File: src/hw/rtl/tmm_pkg.sv
// ----------------------------------------------------------------------------
// Tiled matrix multiply package
// Sizes, request codes, payload and control structs shared by the block.
// ----------------------------------------------------------------------------
`default_nettype none

package tmm_pkg;

    localparam int MAX_DIM  = 16;
    localparam int TILE_DIM = 8;
    localparam int IDX_W    = 4;
    localparam int DIM_W    = 5;
    localparam int ADDR_W   = 2 * IDX_W;
    localparam int DEPTH    = MAX_DIM * MAX_DIM;
    localparam int ELEM_W   = 16;
    localparam int PROD_W   = 2 * ELEM_W;
    localparam int ACC_W    = 40;

    localparam logic [DIM_W-1:0] SIZE_RESET = DIM_W'(MAX_DIM);

    typedef enum logic [1:0] {
        REQ_WRITE_A = 2'd0,
        REQ_WRITE_B = 2'd1,
        REQ_COMPUTE = 2'd2,
        REQ_READ_C  = 2'd3
    } req_code_t;

    typedef enum logic [1:0] {
        ST_IDLE,
        ST_SWEEP,
        ST_DRAIN
    } state_t;

    typedef struct packed {
        req_code_t                 req_type;
        logic [IDX_W-1:0]          row_index;
        logic [IDX_W-1:0]          col_index;
        logic signed [ELEM_W-1:0]  element_value;
    } req_t;

    typedef struct packed {
        logic signed [ACC_W-1:0]   product_value;
        logic                      holds_data;
    } rsp_t;

    typedef struct packed {
        logic wr_a;
        logic wr_b;
        logic rd_c;
        logic rsp_load;
        logic rsp_read;
    } host_cmd_t;

    typedef struct packed {
        logic             valid;
        logic             first;
        logic             last;
        logic             zero;
        logic [IDX_W-1:0] row;
        logic [IDX_W-1:0] col;
        logic [IDX_W-1:0] k;
    } mac_cmd_t;

    typedef struct packed {
        logic rsp_free;
        logic pipe_busy;
    } dp_status_t;

endpackage

`default_nettype wire

File: src/hw/rtl/tmm_ctrl.sv
// ----------------------------------------------------------------------------
// Tiled matrix multiply controller
// Accepts requests, holds the size register and sweeps the product tile by
// tile, issuing one multiply-accumulate beat per cycle to the datapath.
// ----------------------------------------------------------------------------
`default_nettype none

module tmm_ctrl (
    input  logic                        clk,
    input  logic                        rst_n,
    input  logic                        cfg_we,
    input  logic [tmm_pkg::DIM_W-1:0]   cfg_wdata,
    input  logic                        req_valid,
    input  tmm_pkg::req_code_t          req_type,
    output logic                        req_stall,
    input  tmm_pkg::dp_status_t         status,
    output tmm_pkg::host_cmd_t          host_cmd,
    output tmm_pkg::mac_cmd_t           mac_cmd
);
    import tmm_pkg::*;

    localparam logic [IDX_W-1:0] TILE_LAST = IDX_W'(TILE_DIM - 1);
    localparam logic [IDX_W-1:0] IDX_LAST  = IDX_W'(MAX_DIM - 1);
    localparam logic [DIM_W-1:0] DIM_MAX   = DIM_W'(MAX_DIM);
    localparam logic [DIM_W-1:0] TILE_STEP = DIM_W'(TILE_DIM);

    state_t           state_reg, state_next;
    logic [DIM_W-1:0] size_reg;
    logic [IDX_W-1:0] base_row_reg, base_row_next;
    logic [IDX_W-1:0] base_col_reg, base_col_next;
    logic [IDX_W-1:0] off_row_reg, off_row_next;
    logic [IDX_W-1:0] off_col_reg, off_col_next;
    logic [IDX_W-1:0] k_reg, k_next;

    logic [DIM_W-1:0] dim;
    logic [IDX_W-1:0] row;
    logic [IDX_W-1:0] col;
    logic             in_dim;
    logic             k_last;
    logic             elem_last;
    logic             col_end;
    logic             row_end;
    logic             tcol_end;
    logic             trow_end;
    logic             sweep_last;
    logic             accept;

    assign dim       = (size_reg > DIM_MAX) ? DIM_MAX : size_reg;
    assign row       = base_row_reg + off_row_reg;
    assign col       = base_col_reg + off_col_reg;
    assign in_dim    = ({1'b0, row} < dim) && ({1'b0, col} < dim);
    assign k_last    = ({1'b0, k_reg} == (dim - DIM_W'(1)));
    assign elem_last = !in_dim || k_last;
    assign col_end   = (off_col_reg == TILE_LAST) || (col == IDX_LAST);
    assign row_end   = (off_row_reg == TILE_LAST) || (row == IDX_LAST);
    assign tcol_end  = ({1'b0, base_col_reg} + TILE_STEP) >= DIM_MAX;
    assign trow_end  = ({1'b0, base_row_reg} + TILE_STEP) >= DIM_MAX;
    assign sweep_last = elem_last && col_end && row_end && tcol_end && trow_end;
    assign accept    = (state_reg == ST_IDLE) && req_valid && status.rsp_free;

    always_ff @(posedge clk or negedge rst_n)
    begin
        if (!rst_n)
        begin
            state_reg    <= ST_IDLE;
            size_reg     <= SIZE_RESET;
            base_row_reg <= '0;
            base_col_reg <= '0;
            off_row_reg  <= '0;
            off_col_reg  <= '0;
            k_reg        <= '0;
        end
        else
        begin
            state_reg    <= state_next;
            base_row_reg <= base_row_next;
            base_col_reg <= base_col_next;
            off_row_reg  <= off_row_next;
            off_col_reg  <= off_col_next;
            k_reg        <= k_next;
            if (cfg_we)
            begin
                size_reg <= cfg_wdata;
            end
        end
    end

    always_comb
    begin
        state_next = state_reg;
        unique case (state_reg)
            ST_IDLE:
            begin
                if (accept && (req_type == REQ_COMPUTE))
                begin
                    state_next = ST_SWEEP;
                end
            end
            ST_SWEEP:
            begin
                if (sweep_last)
                begin
                    state_next = ST_DRAIN;
                end
            end
            ST_DRAIN:
            begin
                if (!status.pipe_busy)
                begin
                    state_next = ST_IDLE;
                end
            end
            default:
            begin
                state_next = ST_IDLE;
            end
        endcase
    end

    always_comb
    begin
        base_row_next = base_row_reg;
        base_col_next = base_col_reg;
        off_row_next  = off_row_reg;
        off_col_next  = off_col_reg;
        k_next        = k_reg;
        if (state_reg != ST_SWEEP)
        begin
            base_row_next = '0;
            base_col_next = '0;
            off_row_next  = '0;
            off_col_next  = '0;
            k_next        = '0;
        end
        else if (!elem_last)
        begin
            k_next = k_reg + IDX_W'(1);
        end
        else
        begin
            k_next = '0;
            if (!col_end)
            begin
                off_col_next = off_col_reg + IDX_W'(1);
            end
            else
            begin
                off_col_next = '0;
                if (!row_end)
                begin
                    off_row_next = off_row_reg + IDX_W'(1);
                end
                else
                begin
                    off_row_next = '0;
                    if (!tcol_end)
                    begin
                        base_col_next = base_col_reg + IDX_W'(TILE_DIM);
                    end
                    else
                    begin
                        base_col_next = '0;
                        if (!trow_end)
                        begin
                            base_row_next = base_row_reg + IDX_W'(TILE_DIM);
                        end
                    end
                end
            end
        end
    end

    always_comb
    begin
        req_stall         = !((state_reg == ST_IDLE) && status.rsp_free);
        host_cmd.wr_a     = accept && (req_type == REQ_WRITE_A);
        host_cmd.wr_b     = accept && (req_type == REQ_WRITE_B);
        host_cmd.rd_c     = accept && (req_type == REQ_READ_C);
        host_cmd.rsp_read = accept && (req_type == REQ_READ_C);
        host_cmd.rsp_load = (accept && (req_type != REQ_COMPUTE))
                          || ((state_reg == ST_DRAIN) && !status.pipe_busy);
        mac_cmd.valid     = (state_reg == ST_SWEEP);
        mac_cmd.first     = (k_reg == '0);
        mac_cmd.last      = elem_last;
        mac_cmd.zero      = !in_dim;
        mac_cmd.row       = row;
        mac_cmd.col       = col;
        mac_cmd.k         = k_reg;
    end

endmodule

`default_nettype wire

File: config.mk
export PLATFORM = sky130hd
export DESIGN_NAME = tmm_ctrl
export DESIGN_NICKNAME = d
export VERILOG_FILES = /design/src/hw/rtl/tmm_pkg.sv /design/src/hw/rtl/tmm_ctrl.sv
export SDC_FILE = /design/constraint.sdc
export NUM_CORES = 1
export LEC_CHECK = 0
export ABC_AREA = 1
export BUFFER_PORTS_ARGS = -buffer_cell sky130_fd_sc_hd__buf_2
export CAP_MARGIN = 20
export CORE_MARGIN = 1.5
export CORE_UTILIZATION = 40
export CTS_CLUSTER_DIAMETER = 40
export DETAILED_ROUTE_END_ITERATION = 8
export GPL_TIMING_DRIVEN = 0
export HOLD_SLACK_MARGIN = 0.02
export SETUP_SLACK_MARGIN = 0.1
export SYNTH_ARGS = -nofsm -noshare
export SYNTH_HDL_FRONTEND = slang
export SYNTH_SLANG_ARGS = --single-unit
File: constraint.sdc
create_clock -name clk -period 2.7 [get_ports clk]
set_input_delay 0.54 -clock clk [delete_from_list [all_inputs] [get_ports clk]]
set_output_delay 0.54 -clock clk [all_outputs]
set_load 0.005 [all_outputs]
==> flow_metrics.py, run 1 <==
metrics = {
    "clocking": {
        "cts_root_buf": "clkbuf_8",
        "cts_made_buffers": 3,
        "cts_sinks": 21,
        "path_clk_slew_ns": 0.08,
        "cts_buffer_depth": 2,
        "cts_tree": "done",
        "htreeDepth": 1,
        "insertion_delay_ns": 0.27,
    },
    "placement": {
        "hpwl_mm": 2.54,
        "dpl_cell_area_mm2": 0.00183,
        "io_buffer_count": 33,
        "dp.cells": 291,
        "gp_congestion": 0.824,
    },
    "timing": {
        "rsz0062_at_grt": "yes",
        "slew_headroom_pct": 66.6,
        "clock_skew_ns": 0.00920,
        "tns_ns": 0,
        "setup_viol": 0,
        "hold_viol_final": 0,
        "worstMarginPinSlew_ns": 0.500,
        "maxSlewViolCount": 0,
        "period_minus_slack_ns": 2.60,
        "min_period_over_period_pct": 96.3,
        "max_freq_ghz": 0.385,
    },
    "yosys": {
        "postSynthCellCount": 210,
        "syn-mean-instance-area_um2": 7.63,
        "netlist.area_leader.share_pct": 31.2,
        "synth_area_leaders": "dfrtp_1, nand2_1, ha_1",
        "ys_ff_latch": 21,
        "syn_nets": 235,
        "yosysSeqAreaShare_pct": 32.9,
        "synthDistinctLibCells": 31,
        "ys_warn_count": 0,
        "yosysTopAreaCell": "dfrtp_1",
        "synthesis.area_mm2": 0.00160,
    },
    "global_routing": {
        "antenna_found_initial": 0,
        "grt_max_degree": 22,
        "grt_pass1_vias": 1270,
        "grt_pass1_wl_mm": 5.55,
        "gr-total-overflow": 0,
        "grt_usage_pct": 16.3,
    },
    "cells_and_area": {
        "diodes": 0,
        "largest_reg_flops": 5,
        "final_net_count": 284,
        "finalInstanceArea_mm2": 0.00206,
        "areaGrowthSynthToFinish_pct": 28.3,
        "final_common_cell": "nand2_1",
        "final_cell_mix": "nand2_1, buf_2, inv_1",
        "fin_util_pct": 54.9,
        "drive_gt1_share_pct": 36.4,
        "final_cells": 306,
    },
    "setup_path": {
        "cp.arrival_ns": 2.06,
        "path_class": "register to primary output",
        "crit_fanout": 3,
        "end_kind": "primary output",
        "startpoint_type": "register",
        "cp.required_ns": 2.16,
    },
    "power": {
        "power_density_mw_per_mm2": 698,
        "leakage_uw": 0.00109,
        "vdd_drop_max_mv": 0.376,
    },
    "floorplanning": {
        "die_w_um": 66.3,
        "die_h_um": 66.3,
        "fp.dieArea_mm2": 0.00440,
        "num_rows": 22,
        "core_area_mm2": 0.00374,
        "ios": 35,
        "start_util_pct": 42.8,
    },
    "routing": {
        "drcViolationCount": 0,
        "ant_nets": 0,
        "routed_via_density": 4.79,
        "drt_iter0_drc": 71,
        "wl_per_cell_um": 11.8,
        "dr.pass1.iters": 4,
        "vias": 1465,
        "routed_wl_mm": 3.60,
    },
    "run_status": {
        "status": "finished, final reports clean",
    },
    "run": {
        "drv_cap": 0,
    },
    "hold_path": {
        "hold_class": "primary input to async pin",
    },
}
[report_power, final]
part | switching [uW] | internal (uW)
sequential | 63.8 | 364
clock | 106 | 103
combinational | 441 | 358
total | 610 | 825
[synth_stat cells (all sizes together)]
| cell | n |
|---|---|
| a21boi | 1 |
| a21oi | 3 |
| buf | 7 |
| clkbuf | 2 |
| conb | 1 |
| dfrtp | 20 |
| dfstp | 1 |
| ha | 12 |
| inv | 29 |
| mux2 | 1 |
| nand2 | 51 |
| nand3 | 26 |
| nand3b | 1 |
| nand4 | 1 |
| nor2 | 24 |
| nor3 | 4 |
| nor3b | 2 |
| o21ai | 15 |
| or2 | 1 |
| xnor2 | 3 |
| xor2 | 5 |
[stage by stage]
step | setup slack, ns | power, uW | hold WS (ns)
2_1_floorplan | 0.417 | 933 | 0.244
3_3_place_gp | 0.0369 | 1120 | 0.479
3_5_place_dp | 0.0673 | 1120 | 0.488
4_1_cts | 0.101 | 1390 | 0.246
5_1_grt | 0.00487 | 1570 | 0.272
6_report | 0.100 | 1440 | 0.229
[routing by layer]
| metal | part of all wire [%] | global-route usage, % | vias up |
|---|---|---|---|
| met5 | 0 | 0 | - |
| met4 | 0.97 | 3.32 | 0 |
| met3 | 4.1 | 4.43 | 4 |
| met2 | 44 | 24.8 | 26 |
| met1 | 51 | 23.1 | 673 |
| li1 | - | - | 762 |
[critical path, stage by stage, from the launching register on]
cell	delay [ns]
dfrtp_1	0.40
nor2_2	0.14
nand2_1	0.08
nand2_2	0.13
nand2_4	0.10
ha_4	0.25
a21oi_2	0.12
inv_1	0.05
a21oi_2	0.10
nand2_1	0.07
nand2_2	0.11
buf_6	0.11
inv_2	0.03
buf_6	0.10
[worst paths after layout]
path                                           from                    endpoint  slack, ns  depth (start not counted)
setup / recovery            size_reg[1]$_DFFE_PN0P_                 mac_cmd[12]       0.10                         13
hold / removal                                rst_n          k_reg[3]$_DFF_PN0_       0.23                          1
setup reg to reg            size_reg[1]$_DFFE_PN0P_  off_row_reg[2]$_DFFE_PN0P_       0.38                         16
hold reg to reg            state_reg[0]$_DFFE_PN0P_    state_reg[0]$_DFFE_PN0P_       0.50                          2
max in group asynchronous                     rst_n     size_reg[4]$_DFFE_PN1P_       2.12                          1
min in group clk                       cfg_wdata[4]     size_reg[4]$_DFFE_PN1P_       0.48                          3
[layout make-up]
type                            instances  area [um2]
Tap cell                               48        60.1
Fill cell                             362        1690
Clock inverter                          1        5.00
Inverter                               29         111
Timing Repair Buffer                   45         272
Sequential cell                        21         527
Buffer                                  8        65.1
Clock buffer                            3        41.3
Multi-Input combinational cell        151         976
[repair_timing]
action | 4_1_cts | 5_1_grt
resized for setup | 8 | 14
pin swaps | 10 | 17
setup endpoints to repair | 2 | 2
setup buffers | 9 | 3
hold buffers | 0 | 0
[logic make-up after synthesis]
family | Yosys count | synth area share, %
and+or+nand+nor | 110 | 34.4
buffers and inverters | 38 | 11.5
DFF | 21 | 32.9
AOI/OAI and AO/OA | 19 | 6.09
adders and majority gates | 12 | 9.37
xor gates and xnor gates | 8 | 4.84
other | 1 | 0.234
muxes | 1 | 0.703
(Power assumes the default switching activity.)
==> inputs of run 2 (changes only) <==
--- a/config.mk
+++ b/config.mk
@@ -14,6 +14,8 @@
 export DETAILED_ROUTE_END_ITERATION = 8
 export GPL_TIMING_DRIVEN = 0
 export HOLD_SLACK_MARGIN = 0.02
+export MAX_ROUTING_LAYER = met4
+export RECOVER_POWER = 50
 export SETUP_SLACK_MARGIN = 0.1
 export SYNTH_ARGS = -nofsm -noshare
 export SYNTH_HDL_FRONTEND = slang
==> flow_metrics.py, run 2 (same netlist as run 1, synthesis figures left out) <==
metrics = {
    "run_status": {
        "status": "finished, final reports clean",
    },
    "setup_path": {
        "cpMaxStageDelayCell": "dfrtp_1",
        "crit_buf_inv": 4,
        "path_cells": "nor2_2, nand2_1, nand2_2, nand2_4, ha_4, a21oi_2, inv_1, a21oi_2, nand2_1, nand2_2, buf_6, inv_2, buf_6",
        "end_kind": "primary output",
        "crit_fanout": 3,
        "path_class": "register to primary output",
        "critical_path.top_delay_family": "simple AND/OR/NAND/NOR gates",
        "cp.arrival_ns": 2.06,
        "startpoint_type": "register",
        "max_stage_delay_ns": 0.41,
        "cp.required_ns": 2.16,
    },
    "run": {
        "drv_cap": 0,
    },
    "timing": {
        "tns_ns": 0,
        "rsz0062_at_grt": "yes",
        "hold_viol_final": 0,
        "min_period_over_period_pct": 96.3,
        "max_freq_ghz": 0.384,
        "slew_headroom_pct": 20.3,
        "period_minus_slack_ns": 2.60,
        "clock_skew_ns": 0.00939,
        "worstMarginPinSlew_ns": 1.20,
        "setup_viol": 0,
        "maxSlewViolCount": 0,
    },
    "clocking": {
        "cts_sinks": 21,
        "cts_made_buffers": 3,
        "path_clk_slew_ns": 0.08,
        "cts_tree": "done",
        "cts_root_buf": "clkbuf_8",
        "cts_buffer_depth": 2,
        "htreeDepth": 1,
        "insertion_delay_ns": 0.27,
    },
    "routing": {
        "routed_wl_mm": 3.58,
        "dr.pass1.iters": 4,
        "ant_nets": 0,
        "drcViolationCount": 0,
        "wl_per_cell_um": 11.7,
        "drt_iter0_drc": 84,
        "top_layer_used": "met4",
        "met3_length_um": 153,
        "wl_met2_mm": 1.60,
        "vias": 1470,
        "routed_via_density": 4.80,
        "wl_met1_mm": 1.80,
    },
    "floorplanning": {
        "die_h_um": 66.3,
        "core_area_mm2": 0.00374,
        "ios": 35,
        "num_rows": 22,
        "fp.dieArea_mm2": 0.00440,
        "die_w_um": 66.3,
        "start_util_pct": 42.8,
    },
    "power": {
        "leakage_uw": 0.00108,
        "vdd_drop_max_mv": 0.376,
        "power_density_mw_per_mm2": 699,
    },
    "cells_and_area": {
        "fill_cells": 366,
        "final_net_count": 284,
        "final_common_cell": "nand2_1",
        "fin_util_pct": 54.7,
        "final_cell_mix": "nand2_1, buf_2, inv_1",
        "diodes": 0,
        "areaGrowthSynthToFinish_pct": 27.7,
        "drive_gt1_share_pct": 34.9,
        "finalInstanceArea_mm2": 0.00205,
        "largest_reg_flops": 5,
    },
    "hold_path": {
        "hold_class": "primary input to register",
    },
    "global_routing": {
        "grt_pass1_vias": 1270,
        "gr-total-overflow": 0,
        "grt_pass1_wl_mm": 5.55,
        "grt_max_degree": 22,
        "antenna_found_initial": 0,
        "grt_usage_pct": 16.7,
    },
    "placement": {
        "hpwl_mm": 2.54,
        "io_buffer_count": 33,
        "gp_congestion": 0.837,
        "dpl_cell_area_mm2": 0.00183,
    },
}
run 2: changes by cell type in the layout (fill, tap and decap cells not counted):
cell	before	now
clkbuf_1	2	6
clkbuf_4	0	2
buf_2	31	29
buf_4	16	12
run 2: per-layer routing:
metal	vias up	global-route usage (%)
li1	763	-
met1	675	23.1
met2	28	24.8
met3	4	4.43
met4	0	3.32
met5	-	-
run 2: stage by stage:
step                      setup WS, ns  cells  hold slack (ns)  total power [uW]
after floorplan                  0.417    210            0.244               933
after global placement          0.0369    291            0.479              1120
after detailed placement        0.0673    291            0.488              1120
after CTS                        0.101    304            0.246              1390
after global routing          -0.00279    306            0.484              1560
final                           0.0991    306            0.478              1430
run 2: tightest hold or removal path, cell delays in order:
cell,delay [ns]
buf_2,0.07
nand2_1,0.04
o21ai_0,0.06
run 2: worst paths after layout:
path,startpoint,end,slack (ns),depth (start not counted)
max in group asynchronous,rst_n,state_reg[0]$_DFFE_PN0P_,1.49,1
min in group asynchronous,rst_n,k_reg[3]$_DFF_PN0_,0.50,1
worst max-delay path,size_reg[1]$_DFFE_PN0P_,mac_cmd[12],0.1,13
worst max register to register,size_reg[1]$_DFFE_PN0P_,off_row_reg[2]$_DFFE_PN0P_,0.38,16
worst min-delay path,cfg_wdata[4],size_reg[4]$_DFFE_PN1P_,0.48,3
worst min register to register,state_reg[0]$_DFFE_PN0P_,state_reg[0]$_DFFE_PN0P_,0.50,2
run 2: what timing repair did:
item	4_1_cts	5_1_grt
resized for setup	8	14
pin swaps	10	17
setup buffers	9	3
endpoints found under the setup margin	2	2
hold buffers	0	0
run 2: final cells by class:
type,instances,area [um2],share of cell area [%]
buffer,8,65.1,3.18
clock buffer,3,41.3,2.02
clock inverter,1,5.00,0.244
inverter,29,111,5.44
multi-input combinational,151,976,47.7
sequential,21,527,25.7
tap,48,60.1,2.93
timing repair buffer,45,262,12.8
run 2: report_power, final:
part	internal, uW	total, uW	switching (uW)
combinational	355	795	440
clock	103	208	105
sequential	364	428	63.5
==> inputs of run 3 (changes only) <==
--- a/config.mk
+++ b/config.mk
@@ -14,7 +14,6 @@
 export DETAILED_ROUTE_END_ITERATION = 8
 export GPL_TIMING_DRIVEN = 0
 export HOLD_SLACK_MARGIN = 0.02
-export MAX_ROUTING_LAYER = met4
 export RECOVER_POWER = 50
 export SETUP_SLACK_MARGIN = 0.1
 export SYNTH_ARGS = -nofsm -noshare
==> flow_metrics.py, run 3 (same netlist as run 1, synthesis figures left out) <==
metrics = {
    "routing": {
        "routed_wl_mm": 3.61,
        "routed_via_density": 4.79,
        "drcViolationCount": 0,
        "ant_nets": 0,
        "vias": 1465,
        "drt_iter0_drc": 76,
        "dr.pass1.iters": 4,
        "wl_per_cell_um": 11.8,
    },
    "clocking": {
        "ctsHoldBuffers": 0,
        "htreeDepth": 1,
        "insertion_delay_ns": 0.27,
        "cts_sinks": 21,
        "cts_made_buffers": 3,
        "cts_buffer_depth": 2,
        "cts_root_buf": "clkbuf_8",
        "cts_tree": "done",
        "path_clk_slew_ns": 0.08,
    },
    "floorplanning": {
        "start_util_pct": 42.8,
        "num_rows": 22,
        "fp.dieArea_mm2": 0.00440,
        "die_w_um": 66.3,
        "ios": 35,
        "die_h_um": 66.3,
        "core_area_mm2": 0.00374,
    },
    "power": {
        "clockPowerShare_pct": 14.5,
        "p_switching_uw": 612,
        "power_density_mw_per_mm2": 700,
        "leakage_uw": 0.00108,
        "switching_share_pct": 42.7,
        "vdd_drop_max_mv": 0.376,
        "intPower_uw": 822,
        "pwr-share-comb_pct": 55.6,
        "p_seq_share_pct": 29.9,
    },
    "timing": {
        "maxSlewViolCount": 0,
        "whs_ns": 0.478,
        "period_minus_slack_ns": 2.61,
        "min_period_over_period_pct": 96.8,
        "setup_viol": 0,
        "hold_viol_final": 0,
        "setup_slack_ns": 0.0864,
        "tns_ns": 0,
        "clock_skew_ns": 0.00907,
        "slew_headroom_pct": 20.3,
        "worstMarginPinSlew_ns": 1.20,
        "rsz0062_at_grt": "yes",
        "max_freq_ghz": 0.383,
    },
    "placement": {
        "hpwl_mm": 2.54,
        "gp_congestion": 0.824,
        "dp_worst_setup_slack_ns": 0.0673,
        "dpl_cell_area_mm2": 0.00183,
        "io_buffer_count": 33,
    },
    "cells_and_area": {
        "areaGrowthSynthToFinish_pct": 27.7,
        "final_cell_mix": "nand2_1, buf_2, inv_1",
        "final_common_cell": "nand2_1",
        "finalInstanceArea_mm2": 0.00205,
        "final_net_count": 284,
        "diodes": 0,
        "fill_cells": 366,
        "fin_util_pct": 54.7,
        "largest_reg_flops": 5,
        "drive_gt1_share_pct": 34.9,
    },
    "setup_path": {
        "crit_start": "size_reg[1]$_DFFE_PN0P_",
        "r2r_cells": 16,
        "path_class": "register to primary output",
        "cpMaxStageDelayCell": "dfrtp_1",
        "end_kind": "primary output",
        "startpoint_type": "register",
        "crit_fanout": 3,
        "max_stage_delay_ns": 0.41,
        "cp.required_ns": 2.16,
        "path_cells": "nor2_2, nand2_1, nand2_2, nand2_4, ha_4, a21oi_2, inv_1, a21oi_2, nand2_1, nand2_2, buf_6, inv_2, buf_6",
        "reg2reg_from": "size_reg[1]$_DFFE_PN0P_",
        "cp.arrival_ns": 2.07,
    },
    "hold_path": {
        "hold_class": "primary input to register",
        "min_delay_path_depth": 3,
        "min-delay-start": "cfg_wdata[4]",
    },
    "run": {
        "drv_cap": 0,
    },
    "run_status": {
        "status": "finished, final reports clean",
    },
    "global_routing": {
        "grt_pass1_vias": 1270,
        "grt_max_degree": 22,
        "grt_usage_pct": 16.3,
        "grt_pass1_wl_mm": 5.55,
        "antenna_found_initial": 0,
        "gr-total-overflow": 0,
    },
}
==> run 3: cell counts in the layout (fill, tap and decap cells not counted) <==
Identical to the previous run, type by type.
==> run 3: area by class of cell <==
| type | count | area, um2 | area share (%) |
|---|---|---|---|
| Clock buffer | 3 | 41.3 | 2.02 |
| Timing Repair Buffer | 45 | 262 | 12.8 |
| Multi-Input combinational cell | 151 | 976 | 47.7 |
| Tap cell | 48 | 60.1 | 2.93 |
| Buffer | 8 | 65.1 | 3.18 |
| Clock inverter | 1 | 5.00 | 0.244 |
| Inverter | 29 | 111 | 5.44 |
| Sequential cell | 21 | 527 | 25.7 |
==> run 3: through the flow <==
stage | std cells | total power (uW)
2_1_floorplan | 210 | 933
3_3_place_gp | 291 | 1120
3_5_place_dp | 291 | 1120
4_1_cts | 304 | 1390
5_1_grt | 306 | 1560
6_report | 306 | 1430
==> run 3: final timing paths <==
| kind | endpoint | slack (ns) |
|---|---|---|
| worst min register to register | state_reg[0]$_DFFE_PN0P_ | 0.50 |
| worst max-delay path | mac_cmd[12] | 0.09 |
| worst min-delay path | size_reg[4]$_DFFE_PN1P_ | 0.48 |
| max in group asynchronous | state_reg[0]$_DFFE_PN0P_ | 1.49 |
| worst max register to register | off_row_reg[2]$_DFFE_PN0P_ | 0.37 |
| min in group asynchronous | k_reg[3]$_DFF_PN0_ | 0.50 |
==> run 3: layer usage <==
layer  up-vias  track usage [%]  routed length (um)
li1        762                -                   -
met1       672             23.1                1820
met2        27             24.8                1610
met3         4             4.43                 149
met4         0             3.32                  35
met5         -                0                   0
==> run 3: power groups by stage <==
stage,sequential [uW],clock [uW],combinational (uW)
2_1_floorplan,417,0,516
3_3_place_gp,433,0,683
3_5_place_dp,434,0,689
4_1_cts,427,220,746
5_1_grt,438,226,901
6_report,428,208,797
==> run 3: worst max-delay path, delay by kind of cell (launching register included) <==
family                     cells  cell delay [ns]
AOI/OAI and AO/OA              2             0.22
adders and majority gates      1             0.26
buffers and inverters          4             0.29
DFF                            1             0.41
and+or+nand+nor                6             0.64
==> run 3: what timing repair did <==
| action | in CTS | in global routing |
|---|---|---|
| setup endpoints to repair | 2 | 2 |
| resized for setup | 8 | 14 |
| pin swaps | 10 | 17 |
| setup buffers | 9 | 3 |
